--- config.mk ---
export PLATFORM = sky130hd
export DESIGN_NAME = two_stack_queue_core
export DESIGN_NICKNAME = d
export VERILOG_FILES = /design/src/hw/rtl/tsq_pkg.sv /design/src/hw/rtl/tsq_ram.sv /design/src/hw/rtl/tsq_ctrl.sv /design/src/hw/rtl/two_stack_queue_core.sv
export VERILOG_INCLUDE_DIRS = /design/src /design/src/hw/rtl
export SDC_FILE = /design/constraint.sdc
export NUM_CORES = 1
export LEC_CHECK = 0
export ABC_CLOCK_PERIOD_IN_PS = 8600
export BUFFER_PORTS_ARGS = -buffer_cell sky130_fd_sc_hd__buf_2
export CAP_MARGIN = 20
export CORE_UTILIZATION = 45
export CTS_CLUSTER_DIAMETER = 150
export DETAILED_ROUTE_END_ITERATION = 12
export PLACE_DENSITY = 0.56
export REMOVE_ABC_BUFFERS = 1
export SLEW_MARGIN = 10
export SYNTH_ARGS = -nofsm -noshare
export SYNTH_HDL_FRONTEND = slang
export SYNTH_SLANG_ARGS = --single-unit
--- constraint.sdc ---
create_clock -name clk_i -period 8.6 [get_ports clk_i]
set_input_delay 1.72 -clock clk_i [delete_from_list [all_inputs] [get_ports clk_i]]
set_output_delay 1.72 -clock clk_i [all_outputs]
set_load 0.01 [all_outputs]
--- src/hw/rtl/two_stack_queue_core_defines.svh ---
// Assertion macros used by two_stack_queue_core to check the queue.
`ifndef TWO_STACK_QUEUE_CORE_DEFINES_SVH
`define TWO_STACK_QUEUE_CORE_DEFINES_SVH

// The consequent must hold in the same cycle as the antecedent.
`define TSQ_ASSERT_SAME(lbl, ante, cons) \
  lbl: assert property (@(posedge clk_i) disable iff (!rst_ni) (ante) |-> (cons)) \
    else $error("two_stack_queue check failed");

// The consequent must hold in the cycle after the antecedent.
`define TSQ_ASSERT_NEXT(lbl, ante, cons) \
  lbl: assert property (@(posedge clk_i) disable iff (!rst_ni) (ante) |=> (cons)) \
    else $error("two_stack_queue check failed");

`endif

--- src/hw/rtl/tsq_pkg.sv ---
package tsq_pkg;

  // Operation codes of the func field.
  typedef enum logic [1:0] {
    FUNC_ENQ  = 2'd0,
    FUNC_DEQ  = 2'd1,
    FUNC_PEEK = 2'd2
  } func_e;

  // Result status codes.
  typedef enum logic [1:0] {
    STAT_OK    = 2'd0,
    STAT_FULL  = 2'd1,
    STAT_EMPTY = 2'd2
  } status_e;

  // Sequencer states.
  typedef enum logic [1:0] {
    S_IDLE = 2'd0,
    S_XFER = 2'd1,
    S_READ = 2'd2,
    S_WAIT = 2'd3
  } state_e;

  localparam int unsigned CapWidth   = 5;
  localparam int unsigned OutWidth   = 32;
  localparam int unsigned CountWidth = 5;
  localparam logic [CapWidth-1:0] CapReset = 5'd16;

  // Result request from the sequencer to the output register.
  typedef struct packed {
    logic    valid;
    status_e status;
    logic    take_rd;
  } resp_t;

endpackage

--- src/hw/rtl/tsq_ram.sv ---
module tsq_ram #(
  parameter int unsigned WIDTH = 32,
  parameter int unsigned DEPTH = 16
) (
  input  logic                     clk_i,
  input  logic                     we_i,
  input  logic [$clog2(DEPTH)-1:0] waddr_i,
  input  logic [WIDTH-1:0]         wdata_i,
  input  logic [$clog2(DEPTH)-1:0] raddr_i,
  output logic [WIDTH-1:0]         rdata_o
);

  logic [WIDTH-1:0] mem_q [DEPTH];
  logic [WIDTH-1:0] rdata_q;

  always_ff @(posedge clk_i) begin
    if (we_i) begin
      mem_q[waddr_i] <= wdata_i;
    end
    rdata_q <= mem_q[raddr_i];
  end

  assign rdata_o = rdata_q;

endmodule

--- src/hw/rtl/tsq_ctrl.sv ---
module tsq_ctrl #(
  parameter int unsigned DEPTH = 16
) (
  input  logic                               clk_i,
  input  logic                               rst_ni,
  input  logic                               start_i,
  input  logic [1:0]                         func_i,
  input  logic [tsq_pkg::CapWidth-1:0]       cap_i,
  output logic                               busy_o,
  output tsq_pkg::resp_t                     resp_o,
  output logic                               in_we_o,
  output logic [$clog2(DEPTH)-1:0]           in_waddr_o,
  output logic [$clog2(DEPTH)-1:0]           in_raddr_o,
  output logic                               out_we_o,
  output logic [$clog2(DEPTH)-1:0]           out_waddr_o,
  output logic [$clog2(DEPTH)-1:0]           out_raddr_o,
  output logic [$clog2(DEPTH+1)-1:0]         total_o
);

  localparam int unsigned AW = $clog2(DEPTH);
  localparam int unsigned CW = $clog2(DEPTH + 1);
  localparam int unsigned TW = (CW > tsq_pkg::CapWidth) ? CW : tsq_pkg::CapWidth;

  tsq_pkg::state_e state_q, state_d;
  logic [CW-1:0]   in_q, in_d;
  logic [CW-1:0]   out_q, out_d;
  logic            deq_q, deq_d;
  logic            pend_q, pend_d;

  logic [CW-1:0] total;
  logic [TW-1:0] cap_ext;
  logic [TW-1:0] eff_cap;
  logic          full;

  assign total   = in_q + out_q;
  assign cap_ext = TW'(cap_i);
  assign eff_cap = (cap_ext > TW'(DEPTH)) ? TW'(DEPTH) : cap_ext;
  assign full    = (TW'(total) >= eff_cap) || (in_q == CW'(DEPTH));

  assign in_waddr_o  = AW'(in_q);
  assign in_raddr_o  = AW'(in_q - CW'(1));
  assign out_waddr_o = AW'(out_q);
  assign out_raddr_o = AW'(out_q - CW'(1));
  assign total_o     = total;
  assign busy_o      = (state_q != tsq_pkg::S_IDLE);

  always_ff @(posedge clk_i or negedge rst_ni) begin
    if (!rst_ni) begin
      state_q <= tsq_pkg::S_IDLE;
      in_q    <= '0;
      out_q   <= '0;
      deq_q   <= 1'b0;
      pend_q  <= 1'b0;
    end else begin
      state_q <= state_d;
      in_q    <= in_d;
      out_q   <= out_d;
      deq_q   <= deq_d;
      pend_q  <= pend_d;
    end
  end

  always_comb begin
    state_d        = state_q;
    in_d           = in_q;
    out_d          = out_q;
    deq_d          = deq_q;
    pend_d         = 1'b0;
    in_we_o        = 1'b0;
    out_we_o       = 1'b0;
    resp_o.valid   = 1'b0;
    resp_o.status  = tsq_pkg::STAT_OK;
    resp_o.take_rd = 1'b0;
    case (state_q)
      tsq_pkg::S_IDLE: begin
        if (start_i) begin
          deq_d = (tsq_pkg::func_e'(func_i) == tsq_pkg::FUNC_DEQ);
          case (tsq_pkg::func_e'(func_i))
            tsq_pkg::FUNC_ENQ: begin
              resp_o.valid = 1'b1;
              if (full) begin
                resp_o.status = tsq_pkg::STAT_FULL;
              end else begin
                in_we_o = 1'b1;
                in_d    = in_q + CW'(1);
              end
            end
            tsq_pkg::FUNC_DEQ, tsq_pkg::FUNC_PEEK: begin
              if (total == '0) begin
                resp_o.valid  = 1'b1;
                resp_o.status = tsq_pkg::STAT_EMPTY;
              end else if (out_q == '0) begin
                state_d = tsq_pkg::S_XFER;
              end else begin
                if (tsq_pkg::func_e'(func_i) == tsq_pkg::FUNC_DEQ) begin
                  out_d = out_q - CW'(1);
                end
                state_d = tsq_pkg::S_WAIT;
              end
            end
            default: begin
              resp_o.valid = 1'b1;
            end
          endcase
        end
      end
      tsq_pkg::S_XFER: begin
        // Pop one inbound word per cycle; push it in the next cycle.
        if (in_q != '0) begin
          in_d   = in_q - CW'(1);
          pend_d = 1'b1;
        end
        if (pend_q) begin
          out_we_o = 1'b1;
          out_d    = out_q + CW'(1);
        end
        if ((in_q == '0) && !pend_q) begin
          state_d = tsq_pkg::S_READ;
        end
      end
      tsq_pkg::S_READ: begin
        if (deq_q) begin
          out_d = out_q - CW'(1);
        end
        state_d = tsq_pkg::S_WAIT;
      end
      tsq_pkg::S_WAIT: begin
        resp_o.valid   = 1'b1;
        resp_o.take_rd = 1'b1;
        state_d        = tsq_pkg::S_IDLE;
      end
      default: begin
        state_d = tsq_pkg::S_IDLE;
      end
    endcase
  end

endmodule

--- src/hw/rtl/two_stack_queue_core.sv ---
// Enqueue, full, empty and unused codes: result in the cycle after start, next start at once.
// Dequeue or peek with words on the outbound stack: busy for one cycle, result after the
// wait state and result register, from the registered read port of the outbound RAM.
// Refilling dequeue or peek: n inbound words move one per cycle, then read and wait states.
// Reset clears both stack counters and sets the capacity to 16; RAM contents are not cleared.
// The receiver cannot stall: done_o pulses for one cycle with the result.
`include "two_stack_queue_core_defines.svh"

module two_stack_queue_core #(
  parameter int unsigned DEPTH      = 16,
  parameter int unsigned DATA_WIDTH = 32
) (
  input  logic                             clk_i,
  input  logic                             rst_ni,
  // Command channel.
  input  logic                             start,
  output logic                             busy,
  input  logic [1:0]                       func_i,
  input  logic signed [31:0]               value_i,
  // Result channel.
  output logic                             done_o,
  output logic signed [31:0]               data_o,
  output logic [1:0]                       status_o,
  output logic [tsq_pkg::CountWidth-1:0]   count_o,
  output logic                             is_empty_o,
  // Capacity register write channel.
  input  logic                             cfg_valid_i,
  output logic                             cfg_ready_o,
  input  logic [tsq_pkg::CapWidth-1:0]     cfg_data_i
);

  localparam int unsigned AW = $clog2(DEPTH);
  localparam int unsigned CW = $clog2(DEPTH + 1);
  localparam int unsigned KW = (CW > tsq_pkg::CountWidth) ? CW : tsq_pkg::CountWidth;
  localparam int unsigned DW = (DATA_WIDTH > tsq_pkg::OutWidth) ? DATA_WIDTH : tsq_pkg::OutWidth;

  // The capacity register. Values above DEPTH are clipped in the sequencer.
  logic [tsq_pkg::CapWidth-1:0] cap_q;

  always_ff @(posedge clk_i or negedge rst_ni) begin
    if (!rst_ni) begin
      cap_q <= tsq_pkg::CapReset;
    end else if (cfg_valid_i && cfg_ready_o) begin
      cap_q <= cfg_data_i;
    end
  end

  // Configuration is taken whenever no operation is in flight.
  assign cfg_ready_o = !busy;

  // Sequencer and stack counters.
  tsq_pkg::resp_t  resp;
  logic            in_we, out_we;
  logic [AW-1:0]   in_waddr, in_raddr, out_waddr, out_raddr;
  logic [CW-1:0]   total;

  tsq_ctrl #(
    .DEPTH(DEPTH)
  ) u_ctrl (
    .clk_i      (clk_i),
    .rst_ni     (rst_ni),
    .start_i    (start),
    .func_i     (func_i),
    .cap_i      (cap_q),
    .busy_o     (busy),
    .resp_o     (resp),
    .in_we_o    (in_we),
    .in_waddr_o (in_waddr),
    .in_raddr_o (in_raddr),
    .out_we_o   (out_we),
    .out_waddr_o(out_waddr),
    .out_raddr_o(out_raddr),
    .total_o    (total)
  );

  // The inbound stack stores the low DATA_WIDTH bits of each enqueued word. Its read
  // port serves only the refill, whose data goes straight into the outbound stack.
  logic [DATA_WIDTH-1:0] in_wdata;
  logic [DATA_WIDTH-1:0] in_rdata;
  logic [DATA_WIDTH-1:0] out_rdata;

  assign in_wdata = DATA_WIDTH'($unsigned(value_i));

  tsq_ram #(
    .WIDTH(DATA_WIDTH),
    .DEPTH(DEPTH)
  ) u_inbound (
    .clk_i  (clk_i),
    .we_i   (in_we),
    .waddr_i(in_waddr),
    .wdata_i(in_wdata),
    .raddr_i(in_raddr),
    .rdata_o(in_rdata)
  );

  // The outbound stack always reads its top entry, so a dequeue or peek finds the
  // front word on the read port in the cycle after the address settles.
  tsq_ram #(
    .WIDTH(DATA_WIDTH),
    .DEPTH(DEPTH)
  ) u_outbound (
    .clk_i  (clk_i),
    .we_i   (out_we),
    .waddr_i(out_waddr),
    .wdata_i(in_rdata),
    .raddr_i(out_raddr),
    .rdata_o(out_rdata)
  );

  // Result register. Data is zero unless the word comes from the outbound stack.
  logic [DW-1:0]                 rd_ext;
  logic                          done_q;
  logic [tsq_pkg::OutWidth-1:0]  data_q;
  tsq_pkg::status_e              status_q;

  assign rd_ext = DW'(out_rdata);

  always_ff @(posedge clk_i or negedge rst_ni) begin
    if (!rst_ni) begin
      done_q <= 1'b0;
    end else begin
      done_q <= resp.valid;
    end
  end

  always_ff @(posedge clk_i) begin
    if (resp.valid) begin
      data_q   <= resp.take_rd ? rd_ext[tsq_pkg::OutWidth-1:0] : '0;
      status_q <= resp.status;
    end
  end

  // During the result cycle the counters already show the state after the word, and
  // they cannot move before the next edge, so count and empty come straight from them.
  logic [KW-1:0] total_ext;

  assign total_ext  = KW'(total);
  assign done_o     = done_q;
  assign data_o     = data_q;
  assign status_o   = status_q;
  assign count_o    = total_ext[tsq_pkg::CountWidth-1:0];
  assign is_empty_o = (total == '0);

  // A result is shown only once the sequencer is back in its idle state.
  `TSQ_ASSERT_SAME(a_done_idle, done_o, !busy)
  // An empty report always comes with an empty queue.
  `TSQ_ASSERT_SAME(a_empty_flag, done_o && (status_o == tsq_pkg::STAT_EMPTY), is_empty_o)
  // A taken word either answers in the next cycle or keeps the block busy.
  `TSQ_ASSERT_NEXT(a_accept_progress, start && !busy, done_o || busy)

endmodule
==> run_results.csv <==
group,metric,value,unit
run_status,status,"complete, no violations",
timing,finClkSkew,0.02426,ns
place,hpwl,46.13,mm
floorplanning,rows,112,
clock_network,postCtsResizedCells,0,
timing,drv_slew,0,
finish,fin_area,48650,sq um
clock_network,cts_setup_buffers,0,
power,p_leak,15.48,nW
yosys,syn_avg_cell_area,24.08,sq um
clock_network,clockBufferDepth,3,
worst_setup_path,worst_r2r_path_depth,13,
drt,wl,88.33,mm
clock_network,cts_hold_buf,0,
yosys,synth-edff-count,1058,
worst_setup_path,r2r_start,"u_ctrl.out_q[0]$_DFFE_PN0P_",
worst_setup_path,r2r_slack,3.50,ns
yosys,synth-async-reset-ratio,0.01751,
global_routing,grt_pass1_wl,131.1,mm
global_routing,grt_pass1_vias,19800,
floorplanning,die-area,95900,sq um
timing,hold_viol_final,0,
global_routing,antenna_found_initial,8,
global_routing,grt_max_degree,94,
clock_network,numCtsBuffers,116,
place,place_congestion,0.7597,
timing,worstMarginPinSlew,1.001,ns
yosys,synth_top_area_cell,"edfxtp_1",
drt,drtPass1Iterations,5,
yosys,ys_seq_area_frac,0.7876,
yosys,synth_seq_cells,1142,
floorplanning,boundaryPins,86,
drt,detail-route-antenna-nets,0,
clock_network,worstSkewPairLatency,0.69,ns
drt,vias,18290,
finish,areaGrowthSynthToFinish,14.20,%
yosys,ys_types,46,
drt,drc,0,
yosys,syn_area,42600,sq um
worst_setup_path,critPathKind,"flop to primary output",
worst_setup_path,crit_fanout,43,
yosys,synth_top_cell_area_share,0.7457,
place,post-place-ws,3.319,ns
timing,fmax,184.9,MHz
drt,wire_per_inst,26.84,um
floorplanning,fp.dieH,309.7,um
timing,maxSlewHeadroom,0.3324,
yosys,synth_warnings,0,
worst_hold_path,min_path_type,"flop to flop",
worst_setup_path,setup.worst_path.start_class,"flop",
worst_setup_path,cp.required,6.88,ns
yosys,syn-instance-count,1769,
clock_network,htree_num_levels,3,
floorplanning,core_area,93610,sq um
flow_run,max_cap_viol_count,0,
finish,final_nets,2004,
place,placed_cell_area,44940,sq um
worst_setup_path,cp_data_arrival_time,3.69,ns
clock_network,cts.sinks,1142,
floorplanning,start_util,0.4551,
worst_setup_path,critical_path.endpoint,"is_empty_o",
timing,finalWorstSetupSlack,3.192,ns
global_routing,overflow,0,
drt,viasPerCell,5.556,
clock_network,cts.clk_slew.worst_paths,0.06,ns
clock_network,root_buffer,"clkbuf_16",
timing,holdWs,0.4998,ns
timing,grt_setup_unrepaired,"no",
worst_setup_path,critical_path.startpoint,"u_ctrl.out_q[0]$_DFFE_PN0P_",
floorplanning,die_w,309.7,um
power,peakVddDrop,0.2681,mV
yosys,yosys-top-cells-area,"edfxtp_1 (75%), mux4_2 (17%), dfxtp_1 (3.0%)",
yosys,ys.flop_type,"edfxtp_1",
clock_network,cts_tree,"done",
finish,drive_above_1_share,0.3243,
power,p_per_area,360.8,nW/um^2
timing,period_share,0.6288,
timing,setup_violations,0,
global_routing,grt_usage,0.1912,
place,portBuffers,85,
worst_setup_path,worstSetupEndpointType,"primary output",
timing,layout_min_cycle_time,5.408,ns
worst_setup_path,r2r-end,"u_inbound.mem_q[3][17]$_DFFE_PP_",
drt,first_iter_violations,1275,
==> registers in the layout, summed over array words and instances, names as in the netlist <==
signal              flops
u_ctrl.in_q             5
data_o                 32
u_outbound.rdata_o     32
status_o                2
u_outbound.mem_q      512
u_ctrl.deq_q            1
u_inbound.rdata_o      32
done_o                  1
u_inbound.mem_q       512
u_ctrl.out_q            5
u_ctrl.pend_q           1
cap_q                   5
u_ctrl.state_q          2
==> cell type report <==
cell class / count / area [sq um]
Fill cell: 7322 / 44960
Sequential cell: 1142 / 33560
Multi-Input combinational cell: 528 / 8921
Clock buffer: 161 / 3206
Tap cell: 1254 / 1569
Timing Repair Buffer: 130 / 828.3
Clock inverter: 57 / 496.7
Inverter: 17 / 63.81
Antenna cell: 2 / 5.005
==> kinds of logic (layout without fill, tap and decap cells) <==
logic type | after synthesis | after routing | share of synthesized area
buffers and inverters | 99 | 365 | 0.009692
XOR/XNOR | 16 | 16 | 0.003290
flip-flops | 1142 | 1142 | 0.7876
multiplexers | 328 | 328 | 0.1713
AO/OA/AOI/OAI | 31 | 31 | 0.005375
AND/OR/NAND/NOR | 127 | 127 | 0.01498
other | 0 | 2 | 0
adder cells (fa/ha/maj) | 26 | 26 | 0.007812
==> synth_stat cells (all sizes together), types with 3 or more instances <==
| library cell | n |
|---|---|
| dfxtp | 64 |
| o21ai | 4 |
| nor3 | 6 |
| xor2 | 3 |
| a21o | 3 |
| mux2 | 7 |
| xnor2 | 13 |
| ha | 25 |
| edfxtp | 1058 |
| buf | 39 |
| nand3 | 10 |
| inv | 17 |
| nor2 | 33 |
| a21oi | 9 |
| mux4 | 320 |
| clkbuf | 43 |
| nand2 | 25 |
| nor2b | 5 |
| nand2b | 8 |
| and2 | 33 |
| dfrtp | 19 |
| nand4 | 3 |
==> where the power goes <==
group	total (mW)	internal, mW	switching, mW
Combinational	5.30	2.62	2.68
Sequential	7.40	6.85	0.548
Clock	4.85	2.83	2.02
Total	17.6	12.3	5.25
==> layer usage <==
metal  up-vias  share of wire  global-route usage
met4         6          0.020             0.04812
li1       7827              -                   -
met5         -        0.00037                   0
met2       420           0.53              0.3360
met3       135          0.045             0.03122
met1      9897           0.41              0.2478
==> placed cells by master (no fill, tap or decap), types with 10 or more instances in the layout <==
cell type and n:
clkinv_2 16, dfxtp_1 64, buf_4 41, clkinv_1 25
nand3_1 10, mux4_2 320, clkbuf_16 119, nor2_4 28
edfxtp_1 1058, ha_1 23, and2_1 33, nand2_1 25
clkbuf_1 35, dfrtp_1 17, buf_2 85, inv_1 17
==> critical path: stages, from the launching register on <==
cell      delay, ns
dfrtp_4        0.99
ha_1           0.31
inv_1          0.06
fa_1           0.39
nand2b_1       0.17
a21oi_2        0.14
xnor2_1        0.16
or4_4          0.61
inv_1          0.07
buf_2          0.12
==> worst min path at each step <==
stage | from | to | slack, ns | cells past startpoint
2_1_floorplan | cap_q[0]$_DFFE_PN0P_ | cap_q[0]$_DFFE_PN0P_ | 0.47 | 1
3_3_place_gp | cap_q[0]$_DFFE_PN0P_ | cap_q[0]$_DFFE_PN0P_ | 0.49 | 1
3_5_place_dp | cap_q[0]$_DFFE_PN0P_ | cap_q[0]$_DFFE_PN0P_ | 0.49 | 1
4_1_cts | cap_q[0]$_DFFE_PN0P_ | cap_q[0]$_DFFE_PN0P_ | 0.50 | 1
5_1_grt | u_outbound.rdata_o[13]$_DFF_P_ | data_o[13]$_SDFFCE_PN0P_ | 0.52 | 1
6_report | cap_q[0]$_DFFE_PN0P_ | cap_q[0]$_DFFE_PN0P_ | 0.50 | 1
==> through the flow <==
step / std cells / setup TNS, ns / power (mW) / util
5_1_grt: 3289 / 0 / 18.35 / 0.5197
4_1_cts: 3289 / 0 / 17.82 / 0.5197
3_5_place_dp: 3071 / 0 / 12.95 / 0.4801
6_report: 3291 / 0 / 17.55 / 0.5197
3_3_place_gp: 3069 / 0 / 12.88 / 0.4795
2_1_floorplan: 1687 / -407.16 / 11.68 / -
Power figures use the tool's default switching activity.
